`config.mk`:
```
export PLATFORM = sky130hd
export DESIGN_NAME = mhs_hash_unit
export DESIGN_NICKNAME = d
export VERILOG_FILES = /design/src/rtl/mhs_pkg.sv /design/src/rtl/mhs_hash_unit.sv
export SDC_FILE = /design/constraint.sdc
export NUM_CORES = 2
export LEC_CHECK = 0
export BUFFER_PORTS_ARGS = -buffer_cell sky130_fd_sc_hd__buf_2
export CAP_MARGIN = 40
export CELL_PAD_IN_SITES_DETAIL_PLACEMENT = 1
export CELL_PAD_IN_SITES_GLOBAL_PLACEMENT = 2
export CORE_ASPECT_RATIO = 0.75
export CORE_MARGIN = 1.5
export CORE_UTILIZATION = 45
export DETAILED_ROUTE_END_ITERATION = 12
export PLACE_DENSITY = 0.86
export SLEW_MARGIN = 20
export SYNTH_ARGS = -nofsm -noshare
export SYNTH_HDL_FRONTEND = slang
export SYNTH_SLANG_ARGS = --single-unit
```
`constraint.sdc`:
```
create_clock -name clk -period 18.5 [get_ports clk]
set_input_delay 2.775 -clock clk [delete_from_list [all_inputs] [get_ports clk]]
set_output_delay 2.775 -clock clk [all_outputs]
set_load 0.1 [all_outputs]
```
`src/rtl/mhs_pkg.sv`:
```
`timescale 1ns / 1ps
package mhs_pkg;

  localparam int NUM_HASHES = 1024;
  localparam int IDX_W      = $clog2(NUM_HASHES);
  localparam int ACT_W      = 2;
  localparam int COEF_W     = 31;
  localparam int SHINGLE_W  = 32;
  localparam int HASH_W     = 33;
  localparam int PROD_W     = COEF_W + SHINGLE_W;
  localparam int RED1_W     = 37;
  localparam int RED2_W     = HASH_W + 1;
  localparam int MIN_ENTRY_W = HASH_W + 1;

  // p = 2^32 + 15, so 2^32 folds to -15 during reduction
  localparam logic [HASH_W-1:0] HASH_PRIME     = 33'd4294967311;
  localparam logic [RED1_W-1:0] HASH_PRIME_X16 = 37'd68719476976;

  // stages of the hash unit and wait after the last issue of a pass
  localparam int HASH_STAGES  = 5;
  localparam int DRAIN_CYCLES = 8;
  localparam int DRAIN_W      = $clog2(DRAIN_CYCLES);

  localparam logic [IDX_W-1:0]   IDX_LAST   = IDX_W'(NUM_HASHES - 1);
  localparam logic [DRAIN_W-1:0] DRAIN_LAST = DRAIN_W'(DRAIN_CYCLES - 1);

  typedef enum logic [ACT_W-1:0] {
    ACT_LOAD  = 2'd0,
    ACT_START = 2'd1,
    ACT_ADD   = 2'd2,
    ACT_READ  = 2'd3
  } action_t;

  typedef enum logic [2:0] {
    ST_CLEAR,
    ST_IDLE,
    ST_HASH,
    ST_DRAIN,
    ST_RESP
  } mhs_state_t;

  typedef struct packed {
    logic             stall;
    logic             coef_we;
    logic             x_load;
    logic             rd_start;
    logic             clr_we;
    logic             issue;
    logic             resp_load;
    logic [IDX_W-1:0] idx;
  } mhs_ctrl_t;

endpackage

```
`src/rtl/mhs_hash_unit.sv`:
```
`timescale 1ns / 1ps
module mhs_hash_unit (
  input  logic                           clk,
  input  logic                           rst_n,
  input  logic                           in_valid,
  input  logic [mhs_pkg::IDX_W-1:0]      in_idx,
  input  logic [mhs_pkg::COEF_W-1:0]     coef_a,
  input  logic [mhs_pkg::COEF_W-1:0]     coef_b,
  input  logic [mhs_pkg::SHINGLE_W-1:0]  shingle,
  output logic                           out_valid,
  output logic [mhs_pkg::IDX_W-1:0]      out_idx,
  output logic [mhs_pkg::HASH_W-1:0]     out_hash,
  output logic                           busy
);
  import mhs_pkg::*;

  logic [HASH_STAGES-1:0] vld_r;
  logic [IDX_W-1:0]       idx_r [HASH_STAGES];

  logic [PROD_W-1:0] prod_r, prod_nxt;
  logic [COEF_W-1:0] b_r;
  logic [PROD_W-1:0] sum_r, sum_nxt;
  logic [RED1_W-1:0] red1_r, red1_nxt, fold1;
  logic [RED2_W-1:0] red2_r, red2_nxt, red2_sub;
  logic [8:0]        fold2;
  logic [HASH_W-1:0] h_r, h_nxt;

  // (a*x + b) mod p: multiply, add, two folds of 2^32 = -15, final subtract
  assign prod_nxt = {{SHINGLE_W{1'b0}}, coef_a} * {{COEF_W{1'b0}}, shingle};
  assign sum_nxt  = prod_r + {{SHINGLE_W{1'b0}}, b_r};

  assign fold1    = {2'b0, sum_r[PROD_W-1:32], 4'b0} - {6'b0, sum_r[PROD_W-1:32]};
  assign red1_nxt = {5'b0, sum_r[31:0]} + HASH_PRIME_X16 - fold1;

  assign fold2    = {red1_r[RED1_W-1:32], 4'b0} - {4'b0, red1_r[RED1_W-1:32]};
  assign red2_nxt = {2'b0, red1_r[31:0]} + {1'b0, HASH_PRIME} - {25'b0, fold2};

  assign red2_sub = red2_r - {1'b0, HASH_PRIME};
  assign h_nxt    = (red2_r >= {1'b0, HASH_PRIME}) ? red2_sub[HASH_W-1:0]
                                                  : red2_r[HASH_W-1:0];

  always_ff @(posedge clk) begin
    if (!rst_n) begin
      vld_r <= '0;
    end else begin
      vld_r <= {vld_r[HASH_STAGES-2:0], in_valid};
    end
  end

  always_ff @(posedge clk) begin
    idx_r[0] <= in_idx;
    for (int k = 1; k < HASH_STAGES; k++) begin
      idx_r[k] <= idx_r[k-1];
    end
    prod_r <= prod_nxt;
    b_r    <= coef_b;
    sum_r  <= sum_nxt;
    red1_r <= red1_nxt;
    red2_r <= red2_nxt;
    h_r    <= h_nxt;
  end

  assign out_valid = vld_r[HASH_STAGES-1];
  assign out_idx   = idx_r[HASH_STAGES-1];
  assign out_hash  = h_r;
  assign busy      = |vld_r;

endmodule

```
==> out/metrics.cfg <==
[logic_synthesis]
proportion_of_register_bits_with_asynchronous_set_or_reset_after_synthesis_pct = 0
syn_area_per_cell_sq_um = 9.256
syn_nets = 6421
synthFlopType = sky130_fd_sc_hd__dfxtp_1
register_bit_count_reported_by_yosys = 316
post_synthesis_instance_area_sq_um = 46480
synth-edff-count = 0
seq_total_area_yosys_pct = 13.61
yosys_warnings = 0
synthDistinctLibCells = 72
postSynthCellCount = 5022

[min_path]
timing.hold.worst.class = reg2reg

[sta]
slew_viol_final = 0
final_worst_path_cycle_share_pct = 59.80
finalSetupViolations = 0
setup_total_negative_slack_ns = 0
rsz0062_at_grt = false
hold_viol = 0
tightest_slew_ns = 0.9358
slew_headroom_pct = 37.61
worst_clock_skew_on_the_final_layout_ns = 0.008191
layout_min_cycle_time_ns = 11.06
fmaxAchievable_ghz = 0.09039

[critical_path]
setup.worst_path.class = in2reg
critical_path_arrival_ns = 11.51
worstSetupStartpointType = primary input
cp-end-kind = register
worst_path_required_ns = 18.94
timing.critical_path.fanout_max = 32

[layout]
drive_above_1_share_pct = 4.789
syn_to_final_growth_pct = 6.229
design.final.nets = 6392

[clocking]
cts_buffers = 31
worstSkewPairLatency_ns = 0.57
clock-sinks = 316
cts_root_buffer = sky130_fd_sc_hd__clkbuf_16
ctsResizeCount = 0
clockBufferDepth = 3
worst_setup_hold_path_clk_slew_ns = 0.07
post_cts_buffers = 0
tritoncts_clock_tree = yes
hold_buffers = 0
clock_tree.htree_level_count = 1

[placement]
routability_congestion_estimate = 0.9092
io_buf_count = 151
dp_hpwl_um = 111600

[grt]
first_global_vias = 37180
overflow = 0
grt_antenna_before_repair = 5
grt_first_pass_wirelength_um = 217900
grt_max_degree = 33
grt_use_total_pct = 26.82

[floorplan]
placementRows = 101
num_io_pins = 152
floorplan.initialDensity_pct = 45.64
floorplan.die.height_um = 281.3
core_area_sq_um = 101900
chipWidth_um = 374.1
die-area_sq_um = 105300

[outcome]
outcome = completed

[drt]
drc = 0
route.detailed.wl_per_inst_um = 21.92
detailed_routing_iterations_pass_1 = 5
detail_route.vias_per_cell = 5.380
via_total_after_detailed_routing = 34190
ant_nets = 0
drt-initial-drc-count = 2171
totalWireLength_um = 139300

[job]
maxCapViolations = 0

## worst max-delay path, stage by stage
cell and delay (ns):
sky130_fd_sc_hd__buf_2 0.63, sky130_fd_sc_hd__and2_1 0.25, sky130_fd_sc_hd__fa_1 0.45, sky130_fd_sc_hd__fa_1 0.55, sky130_fd_sc_hd__inv_1 0.06, sky130_fd_sc_hd__fa_1 0.45
sky130_fd_sc_hd__fa_1 0.57, sky130_fd_sc_hd__inv_1 0.07, sky130_fd_sc_hd__fa_1 0.55, sky130_fd_sc_hd__fa_1 0.43, sky130_fd_sc_hd__fa_1 0.56, sky130_fd_sc_hd__fa_1 0.43
sky130_fd_sc_hd__ha_1 0.41, sky130_fd_sc_hd__a211oi_1 0.35, sky130_fd_sc_hd__nor2_1 0.10, sky130_fd_sc_hd__a2111o_1 0.40, sky130_fd_sc_hd__a211oi_1 0.35, sky130_fd_sc_hd__nor2_1 0.18
sky130_fd_sc_hd__o21ai_0 0.64, sky130_fd_sc_hd__o31ai_1 0.23, sky130_fd_sc_hd__a311oi_1 0.66, sky130_fd_sc_hd__mux2i_1 0.25, sky130_fd_sc_hd__nand3_1 0.10
## layer usage
layer / vias to the layer above / wire length (um) / track usage [%]
met4: 2 / 2540 / 4.846
li1: 15370 / - / -
met2: 1117 / 58790 / 40.64
met1: 17570 / 65490 / 39.13
met5: - / 13 / 0
met3: 127 / 12490 / 6.588
## through the flow
stage          util, %  hold WS, ns  cell area (sq um)  setup WS [ns]  std cells
2_1_floorplan        -       0.3096              46480          8.487       5022
5_1_grt          48.47       0.3332              49370          7.098       6353
4_1_cts          48.33       0.3264              49230          7.443       6344
3_3_place_gp     47.19       0.3096              48070          7.130       6287
3_5_place_dp     47.32       0.3132              48200          6.787       6292
6_report         48.48       0.3233              49380          7.437       6355
## state kept, by name (all words and copies together) (netlist names)
| register | cells |
|---|---|
| b_r | 31 |
| red1_r | 37 |
| red2_r | 34 |
| vld_r | 5 |
| sum_r | 63 |
| idx_r | 50 |
| prod_r | 63 |
| out_hash | 33 |
## cell usage in the layout, fill, tap and decap left out, types with 16 or more instances in the layout
master	Yosys	layout
sky130_fd_sc_hd__a21o_1	86	86
sky130_fd_sc_hd__inv_1	907	907
sky130_fd_sc_hd__nand3_1	40	40
sky130_fd_sc_hd__a21oi_1	181	181
sky130_fd_sc_hd__dfxtp_1	316	316
sky130_fd_sc_hd__xor2_1	95	95
sky130_fd_sc_hd__and2_1	537	537
sky130_fd_sc_hd__xnor2_1	143	143
sky130_fd_sc_hd__clkbuf_16	0	31
sky130_fd_sc_hd__nand2_1	580	580
sky130_fd_sc_hd__fa_1	869	869
sky130_fd_sc_hd__nor3_1	40	40
sky130_fd_sc_hd__nand2b_1	22	22
sky130_fd_sc_hd__a31oi_1	18	18
sky130_fd_sc_hd__and3_1	33	33
sky130_fd_sc_hd__nor2_1	118	118
sky130_fd_sc_hd__nor2b_1	16	16
sky130_fd_sc_hd__nand4_1	32	32
sky130_fd_sc_hd__ha_1	423	423
sky130_fd_sc_hd__o21a_1	26	26
sky130_fd_sc_hd__a211oi_1	25	25
sky130_fd_sc_hd__buf_2	0	151
sky130_fd_sc_hd__o21ai_0	102	102
sky130_fd_sc_hd__o21bai_1	32	32
## worst paths after layout
path / from / end / slack (ns) / depth (start not counted)
worst max-delay path: coef_a[9] / prod_r[59]$_DFF_P_ / 7.44 / 23
worst min-delay path: idx_r[0][39]$_DFF_P_ / idx_r[0][49]$_DFF_P_ / 0.32 / 0
worst max register to register: sum_r[32]$_DFF_P_ / red1_r[35]$_DFF_P_ / 12.81 / 22
worst min register to register: idx_r[0][39]$_DFF_P_ / idx_r[0][49]$_DFF_P_ / 0.32 / 0
## cells by family after synthesis
| kind of cell | synth area share, % |
|---|---|
| AND/OR/NAND/NOR | 15.83 |
| XOR/XNOR | 4.485 |
| buffers and inverters | 9.319 |
| flip-flops | 13.61 |
| AO/OA/AOI/OAI | 7.903 |
| multiplexers | 0.04307 |
| adder cells (fa/ha/maj) | 48.81 |
## synth_stat cells (6+ instances only)
| cell | instances | area share [%] |
|---|---|---|
| sky130_fd_sc_hd__inv_1 | 907 | 7.3 |
| sky130_fd_sc_hd__ha_1 | 423 | 11 |
| sky130_fd_sc_hd__o31ai_1 | 10 | 0.16 |
| sky130_fd_sc_hd__nor2b_1 | 16 | 0.22 |
| sky130_fd_sc_hd__a211oi_1 | 25 | 0.40 |
| sky130_fd_sc_hd__o211ai_1 | 13 | 0.21 |
| sky130_fd_sc_hd__a31oi_1 | 18 | 0.24 |
| sky130_fd_sc_hd__fa_1 | 869 | 37 |
| sky130_fd_sc_hd__o21ai_0 | 102 | 1.1 |
| sky130_fd_sc_hd__a21o_1 | 86 | 1.4 |
| sky130_fd_sc_hd__nand4_1 | 32 | 0.43 |
| sky130_fd_sc_hd__and2_1 | 537 | 7.2 |
| sky130_fd_sc_hd__a211o_1 | 8 | 0.15 |
| sky130_fd_sc_hd__or3_1 | 10 | 0.13 |
| sky130_fd_sc_hd__buf_4 | 11 | 0.18 |
| sky130_fd_sc_hd__nand2b_1 | 22 | 0.30 |
| sky130_fd_sc_hd__xor2_1 | 95 | 1.8 |
| sky130_fd_sc_hd__nor2_1 | 118 | 0.95 |
| sky130_fd_sc_hd__xnor2_1 | 143 | 2.7 |
| sky130_fd_sc_hd__a21boi_0 | 6 | 0.097 |
| sky130_fd_sc_hd__dfxtp_1 | 316 | 14 |
| sky130_fd_sc_hd__and3_1 | 33 | 0.44 |
| sky130_fd_sc_hd__nor3_1 | 40 | 0.43 |
| sky130_fd_sc_hd__nand3_1 | 40 | 0.43 |
| sky130_fd_sc_hd__a21oi_1 | 181 | 1.9 |
| sky130_fd_sc_hd__o21bai_1 | 32 | 0.52 |
| sky130_fd_sc_hd__clkbuf_1 | 225 | 1.8 |
| sky130_fd_sc_hd__nand2_1 | 580 | 4.7 |
| sky130_fd_sc_hd__o21a_1 | 26 | 0.42 |
| sky130_fd_sc_hd__nor3b_1 | 6 | 0.097 |
## layout make-up
class | instances | area [sq um]
fill | 11790 | 52480
clock buffer | 40 | 869.6
inverter | 907 | 3405
multi-input combinational | 3563 | 35820
antenna | 4 | 10.01
tap | 1339 | 1675
clock inverter | 12 | 158.9
timing repair buffer | 174 | 1109
sequential | 316 | 6326
Power is not shown: default switching activity piles up to over one toggle a cycle in this logic, so the estimate is an artifact.
