File: src/rtl/mhs_pkg.sv
`timescale 1ns / 1ps
package mhs_pkg;

  localparam int NUM_HASHES = 1024;
  localparam int IDX_W      = $clog2(NUM_HASHES);
  localparam int ACT_W      = 2;
  localparam int COEF_W     = 31;
  localparam int SHINGLE_W  = 32;
  localparam int HASH_W     = 33;
  localparam int PROD_W     = COEF_W + SHINGLE_W;
  localparam int RED1_W     = 37;
  localparam int RED2_W     = HASH_W + 1;
  localparam int MIN_ENTRY_W = HASH_W + 1;

  // p = 2^32 + 15, so 2^32 folds to -15 during reduction
  localparam logic [HASH_W-1:0] HASH_PRIME     = 33'd4294967311;
  localparam logic [RED1_W-1:0] HASH_PRIME_X16 = 37'd68719476976;

  // stages of the hash unit and wait after the last issue of a pass
  localparam int HASH_STAGES  = 5;
  localparam int DRAIN_CYCLES = 8;
  localparam int DRAIN_W      = $clog2(DRAIN_CYCLES);

  localparam logic [IDX_W-1:0]   IDX_LAST   = IDX_W'(NUM_HASHES - 1);
  localparam logic [DRAIN_W-1:0] DRAIN_LAST = DRAIN_W'(DRAIN_CYCLES - 1);

  typedef enum logic [ACT_W-1:0] {
    ACT_LOAD  = 2'd0,
    ACT_START = 2'd1,
    ACT_ADD   = 2'd2,
    ACT_READ  = 2'd3
  } action_t;

  typedef enum logic [2:0] {
    ST_CLEAR,
    ST_IDLE,
    ST_HASH,
    ST_DRAIN,
    ST_RESP
  } mhs_state_t;

  typedef struct packed {
    logic             stall;
    logic             coef_we;
    logic             x_load;
    logic             rd_start;
    logic             clr_we;
    logic             issue;
    logic             resp_load;
    logic [IDX_W-1:0] idx;
  } mhs_ctrl_t;

endpackage

File: src/rtl/mhs_seq.sv
`timescale 1ns / 1ps
module mhs_seq (
  input  logic                        clk,
  input  logic                        rst_n,
  input  logic                        in_valid,
  input  logic [mhs_pkg::ACT_W-1:0]   in_action,
  input  logic                        out_free,
  output mhs_pkg::mhs_ctrl_t          ctrl
);
  import mhs_pkg::*;

  mhs_state_t       state_r, state_nxt;
  logic [IDX_W-1:0] cnt_r, cnt_nxt;
  logic [DRAIN_W-1:0] drain_r, drain_nxt;
  logic             accept;

  assign accept = in_valid && (state_r == ST_IDLE);

  always_comb begin
    state_nxt = state_r;
    case (state_r)
      ST_CLEAR: begin
        if (cnt_r == IDX_LAST) state_nxt = ST_IDLE;
      end
      ST_IDLE: begin
        if (in_valid) begin
          case (in_action)
            ACT_START: state_nxt = ST_CLEAR;
            ACT_ADD:   state_nxt = ST_HASH;
            ACT_READ:  state_nxt = ST_RESP;
            default:   state_nxt = ST_IDLE;
          endcase
        end
      end
      ST_HASH: begin
        if (cnt_r == IDX_LAST) state_nxt = ST_DRAIN;
      end
      ST_DRAIN: begin
        if (drain_r == DRAIN_LAST) state_nxt = ST_IDLE;
      end
      ST_RESP: begin
        if (out_free) state_nxt = ST_IDLE;
      end
      default: state_nxt = ST_IDLE;
    endcase
  end

  // sweep index wraps back to zero at the end of each pass
  always_comb begin
    cnt_nxt   = (state_r inside {ST_CLEAR, ST_HASH}) ? cnt_r + 1'b1 : '0;
    drain_nxt = (state_r == ST_DRAIN) ? drain_r + 1'b1 : '0;
  end

  always_comb begin
    ctrl.stall     = (state_r != ST_IDLE);
    ctrl.coef_we   = accept && (in_action == ACT_LOAD);
    ctrl.x_load    = accept && (in_action == ACT_ADD);
    ctrl.rd_start  = accept && (in_action == ACT_READ);
    ctrl.clr_we    = (state_r == ST_CLEAR);
    ctrl.issue     = (state_r == ST_HASH);
    ctrl.resp_load = (state_r == ST_RESP) && out_free;
    ctrl.idx       = cnt_r;
  end

  always_ff @(posedge clk) begin
    if (!rst_n) begin
      state_r <= ST_CLEAR;
      cnt_r   <= '0;
      drain_r <= '0;
    end else begin
      state_r <= state_nxt;
      cnt_r   <= cnt_nxt;
      drain_r <= drain_nxt;
    end
  end

endmodule

File: config.mk
export PLATFORM = sky130hd
export DESIGN_NAME = mhs_seq
export DESIGN_NICKNAME = d
export VERILOG_FILES = /design/src/rtl/mhs_pkg.sv /design/src/rtl/mhs_seq.sv
export SDC_FILE = /design/constraint.sdc
export NUM_CORES = 1
export LEC_CHECK = 0
export CORE_UTILIZATION = 40
export CTS_CLUSTER_DIAMETER = 80
export DETAILED_ROUTE_END_ITERATION = 12
export DONT_BUFFER_PORTS = 1
export PLACE_DENSITY = 0.54
export SLEW_MARGIN = 20
export SYNTH_ARGS = -nofsm -noshare
export SYNTH_HDL_FRONTEND = slang
export SYNTH_SLANG_ARGS = --single-unit
File: constraint.sdc
create_clock -name clk -period 3.23 [get_ports clk]
set_input_delay 0.646 -clock clk [delete_from_list [all_inputs] [get_ports clk]]
set_output_delay 0.646 -clock clk [all_outputs]
set_load 0.005 [all_outputs]
==> metrics.yaml, run 1 <==
syn-cell-area_um2: 758
drv_slew: 0
finalHoldViolCount: 0
multi_input_area_um2: 415
drive_above_1_share_pct: 10.7
tightestPinTransition_ns: 0.381
fillCellCount: 174
diodes: 0
nNetsFinal: 94
cts_tree: "built"
port_buffers: 0
cts_buffers: 3
synth_area_leader_cell: "dfxtp_1"
row_count: 15
peakVddDrop_uv: 274
globalplace.congestion: 0.748
cts_sinks: 16
path_class: "register to output port"
ys_ff_latch: 16
finalSetupTns_ns: 0
placedCellCount: 105
die_area_um2: 2070
run_status: "completed"
clk_path_buf_depth: 2
hold_buffers: 0
drt.antenna.violating_nets: 0
start_util_pct: 43.4
routed_wl_um: 1310
fin_crit_ns: 2.21
drc_errors: 0
holdWs_ns: 0.434
drt_first_pass_iters: 2
clockRootBuffer: "clkbuf_4"
die_w_um: 45.5
ys_seq_area_share_pct: 42.2
power.density_nw_per_um2: 424
grt-ovfl-total: 0
clk_latency_ns: 0.28
viasPerCell: 5.10
regArea_um2: 320
dpl_worst_slack_ns: 1.31
cp_max_fo: 10
gr-usage-met3_pct: 8.73
wl_per_cell_um: 12.0
finalCritPeriodShare_pct: 68.5
final_cell_mix: "16 x dfxtp_1, 13 x nor2_1, 7 x xor2_1"
die_y_um: 45.5
critPathLaunchType: "register"
grt.busiest_layer: "met1"
critPathSlowestCell: "or3b_2"
cp-end-kind: "output port"
fin_ws_ns: 1.02
yosys-top-cells-area: "dfxtp_1 42%, xor2_1 8.1%, nor2_1 6.4%"
rsz0062_at_grt: "false"
met1_usage_pct: 20.3
cp.arrival_ns: 1.57
first_global_vias: 463
worstPathRequired_ns: 2.58
fin_skew_ns: 0.00612
slew_headroom_pct: 74.4
final_common_cell: "dfxtp_1"
synth.top_cell.area_share_pct: 42.2
hold_class: "register to register"
finalSetupViolations: 0
cap_violations: 0
vias: 556
syn_to_final_growth_pct: 6.93
p_leak_nw: 0.319
post_cts_buffers: 0
final_core_util_pct: 46.5
synth.distinct_cells: 30
grt_first_pass_wirelength_um: 2080
pin_count: 23
fmax_ghz: 0.452
hpwl_um: 970
grt_antenna_before_repair: 0
yosys_warnings: 0
synthesis.nets: 91
clkTransAtPathRegs_ns: 0.09
syn_inst: 82
path_cells: "or3b_2 -> nor3_1"
cts_htree_levels: 1
critPathMaxStageDelay_ns: 0.55
met2_usage_pct: 17.7
core_um2: 1750
grt_max_degree: 11
grt_use_total_pct: 14.1
layoutNonFillerInstCount: 109
cts-resized-gates: 0
drtIter0Drc: 3
avgSynthCellArea_um2: 9.25
## metal layers
metal	part of all wire, %	routed length [µm]
met5	0	0
met4	0	0
met3	7.3	95
met2	40	524
met1	53	688
## area by class of cell
class | count | area share [%]
multi-input combinational | 62 | 51.2
inverter | 2 | 0.926
clock buffer | 4 | 4.48
tap | 25 | 3.86
sequential | 16 | 39.5
## state kept, by name (all words and copies together), names as in the netlist
name     flops
drain_r      3
state_r      3
cnt_r       10
## where the power goes
group          internal [mW]  switching, mW  leakage [nW]  total, mW
Sequential             0.201        0.00500         0.129      0.206
Clock                 0.0686         0.0598        0.0210      0.128
Combinational        0.00448        0.00532         0.168    0.00980
Total                  0.274         0.0701         0.319      0.344
## cells in the mapped netlist (all sizes together)
cell,n
o31ai,1
nand4,2
xor2,7
and4,3
or4b,1
or3b,1
and2,4
mux2,1
xnor2,1
nor2,13
mux2i,1
or3,1
nand4b,1
and4bb,1
o2bb2ai,1
nor3,4
ha,3
buf,1
o21ai,2
clkbuf,1
nand3,4
and3,2
o21a,1
nand3b,1
dfxtp,16
a21boi,1
nand2,4
nand2b,1
inv,2
## cell families after synthesis
| group | synth area share (%) |
|---|---|
| DFF | 42.2 |
| and+or+nand+nor | 32.3 |
| adders and majority gates | 4.95 |
| AOI/OAI and AO/OA | 5.45 |
| muxes | 2.81 |
| buffers and inverters | 2.97 |
| xor gates and xnor gates | 9.24 |
## worst paths after layout
check	startpoint	end	slack, ns	cells after the start
max	state_r[0]	ctrl[14]	1.02	2
min	drain_r[0]	drain_r[0]	0.43	1
max reg2reg	cnt_r[0]	state_r[1]	1.62	5
min reg2reg	drain_r[0]	drain_r[0]	0.43	1
## per-stage QoR
step	total power, mW	instance area, µm²
final	0.344	811
after global routing	0.365	811
after CTS	0.351	811
after detailed placement	0.221	774
after global placement	0.220	774
after floorplan	0.217	758
## critical path, delay by kind of cell (launching register included)
family / cells / cell delay (ns)
and+or+nand+nor: 2 / 0.80
DFF: 1 / 0.49
Power figures use the tool's default switching activity.
==> run 2: changes to the inputs <==
Clock period 3.23 ns to 2.2 ns, I/O delays scaled along.
==> run 2 against run 1 <==
  * Combinational power grew 49%
  * Via count is 1.8% higher
  * Clock power rose by 48%
  * Critical path depth unchanged
  * Total power is 47% higher
  * Design area stayed put
  * Utilization did not move
  * Critical endpoint is now ctrl[15]
  * Largest power group unchanged
  * Highest routed layer unchanged
==> metrics.yaml, run 2 (synthesized netlist as in run 1, its figures left out) <==
run_status: "completed"
port_buffers: 0  # unchanged
p_leak_nw: 0.319  # unchanged
vias: 566  # +1.8%
hold_class: "primary input to register"
nNetsFinal: 94  # unchanged
p_int_mw: 0.402  # +47%
p_clk_share_pct: 37.3  # about the same
core_um2: 1750  # unchanged
viasPerCell: 5.19  # +1.8%
power.density_nw_per_um2: 624  # +47%
drt.antenna.violating_nets: 0  # unchanged
cts_tree: "built"
slew_headroom_pct: 72.3  # -2.1 points
cts_htree_levels: 1  # unchanged
timing.rr.end: "state_r[1]"
clkTransAtPathRegs_ns: 0.09  # about the same
drt_first_pass_iters: 4  # +2
tightestPinTransition_ns: 0.412  # +0.0314 ns
die_area_um2: 2070  # unchanged
finalCritPeriodShare_pct: 91.2
row_count: 15  # unchanged
pin_count: 23  # unchanged
fin_crit_ns: 2.01
cp-end-kind: "output port"
hpwl_um: 965  # -0.54%
globalplace.congestion: 0.740  # -1.0%
hold_start: "rst_n"
fin_skew_ns: 0.00173  # -0.00439 ns
grt-ovfl-total: 0  # unchanged
cts_sinks: 16  # unchanged
top_register: "cnt_r"
grt_antenna_before_repair: 0  # unchanged
grt_first_pass_wirelength_um: 2160  # +4.0%
swShare_pct: 20.5  # +0.097 points
hold_buffers: 0  # unchanged
worstHoldPathCells: 1  # unchanged
cp.arrival_ns: 1.57  # about the same
p_seq_share_pct: 59.8  # about the same
holdWs_ns: 0.273  # -0.161 ns
wl_per_cell_um: 11.9  # -0.69%
routed_wl_um: 1300  # -0.69%
r2r_slack_ns: 0.56  # -1.06 ns
largest_reg_flops: 10  # unchanged
clk_latency_ns: 0.28  # about the same
grt_use_total_pct: 14.7  # +0.60 points
cts-resized-gates: 0  # unchanged
clockRootBuffer: "clkbuf_4"
fmax_ghz: 0.498
critPathLaunchType: "register"
drv_slew: 0  # unchanged
clk_path_buf_depth: 2  # unchanged
syn_to_final_growth_pct: 6.93  # unchanged
first_global_vias: 500  # +8.0%
r2r_cells: 5  # unchanged
cp_max_fo: 10  # unchanged
finalHoldViolCount: 0  # unchanged
final_cell_mix: "16 x dfxtp_1, 13 x nor2_1, 7 x xor2_1"
drc_errors: 0  # unchanged
cts_buffers: 3  # unchanged
worstPathRequired_ns: 1.76  # -0.82 ns
r2r_start: "cnt_r[0]"
cap_violations: 0  # unchanged
finalSetupViolations: 0  # unchanged
final_common_cell: "dfxtp_1"
diodes: 0  # unchanged
start_util_pct: 43.4  # unchanged
largestRegisters: "cnt_r: 10 flops, drain_r: 3 flops, state_r: 3 flops"
die_y_um: 45.5  # unchanged
grt_max_degree: 11  # unchanged
drive_above_1_share_pct: 10.7  # unchanged
rsz0062_at_grt: "false"
power.switching_mw: 0.104  # +48%
holdPathEnd: "state_r[0]"
power_frac_comb_pct: 2.9  # about the same
finalSetupTns_ns: 0  # unchanged
drtIter0Drc: 6  # +3
peakVddDrop_uv: 382  # +39%
die_w_um: 45.5  # unchanged
post_cts_buffers: 0  # unchanged
path_class: "register to output port"
[run 2: layer usage]
| metal | vias up | routed length (µm) | global-route usage (%) |
|---|---|---|---|
| li1 | 291 | - | - |
| met1 | 259 | 617 | 19.7 |
| met2 | 16 | 580 | 20.0 |
| met3 | 0 | 101 | 8.33 |
| met4 | 0 | 0 | 3.64 |
| met5 | - | 0 | 0 |
[run 2: worst max path at each step]
stage               startpoint  endpoint
finish              state_r[0]  ctrl[15]
global route        state_r[0]  ctrl[15]
detailed placement  state_r[0]  ctrl[15]
global placement    state_r[0]  ctrl[14]
CTS                 state_r[0]  ctrl[15]
floorplan           state_r[0]  ctrl[14]
[run 2: area by class of cell]
type                            instances  area [µm²]
Fill cell                             181         935
Tap cell                               25        31.3
Sequential cell                        16         320
Clock buffer                            4        36.3
Inverter                                2        7.51
Multi-Input combinational cell         62         415
[run 2: stage by stage]
step	cell area [µm²]	utilization, %	worst slack [ns]	cells	power [mW]
2_1_floorplan	758	-	0.546	82	0.319
3_3_place_gp	774	44.4	0.518	105	0.324
3_5_place_dp	774	44.4	0.499	105	0.324
4_1_cts	811	46.5	0.172	109	0.516
5_1_grt	811	46.5	0.0692	109	0.540
6_report	811	46.5	0.193	109	0.506
[run 2: critical path, stage by stage (launching register included)]
cell and delay (ns):
dfxtp_1 0.49, or3b_2 0.55, nor3_1 0.25
[run 2: power by group through the flow]
stage / Sequential, mW / Combinational (mW) / Clock (mW)
final: 0.302 / 0.0146 / 0.189
after global routing: 0.303 / 0.0174 / 0.219
after CTS: 0.302 / 0.0149 / 0.198
after detailed placement: 0.309 / 0.0146 / 0
after global placement: 0.309 / 0.0144 / 0
after floorplan: 0.307 / 0.0120 / 0
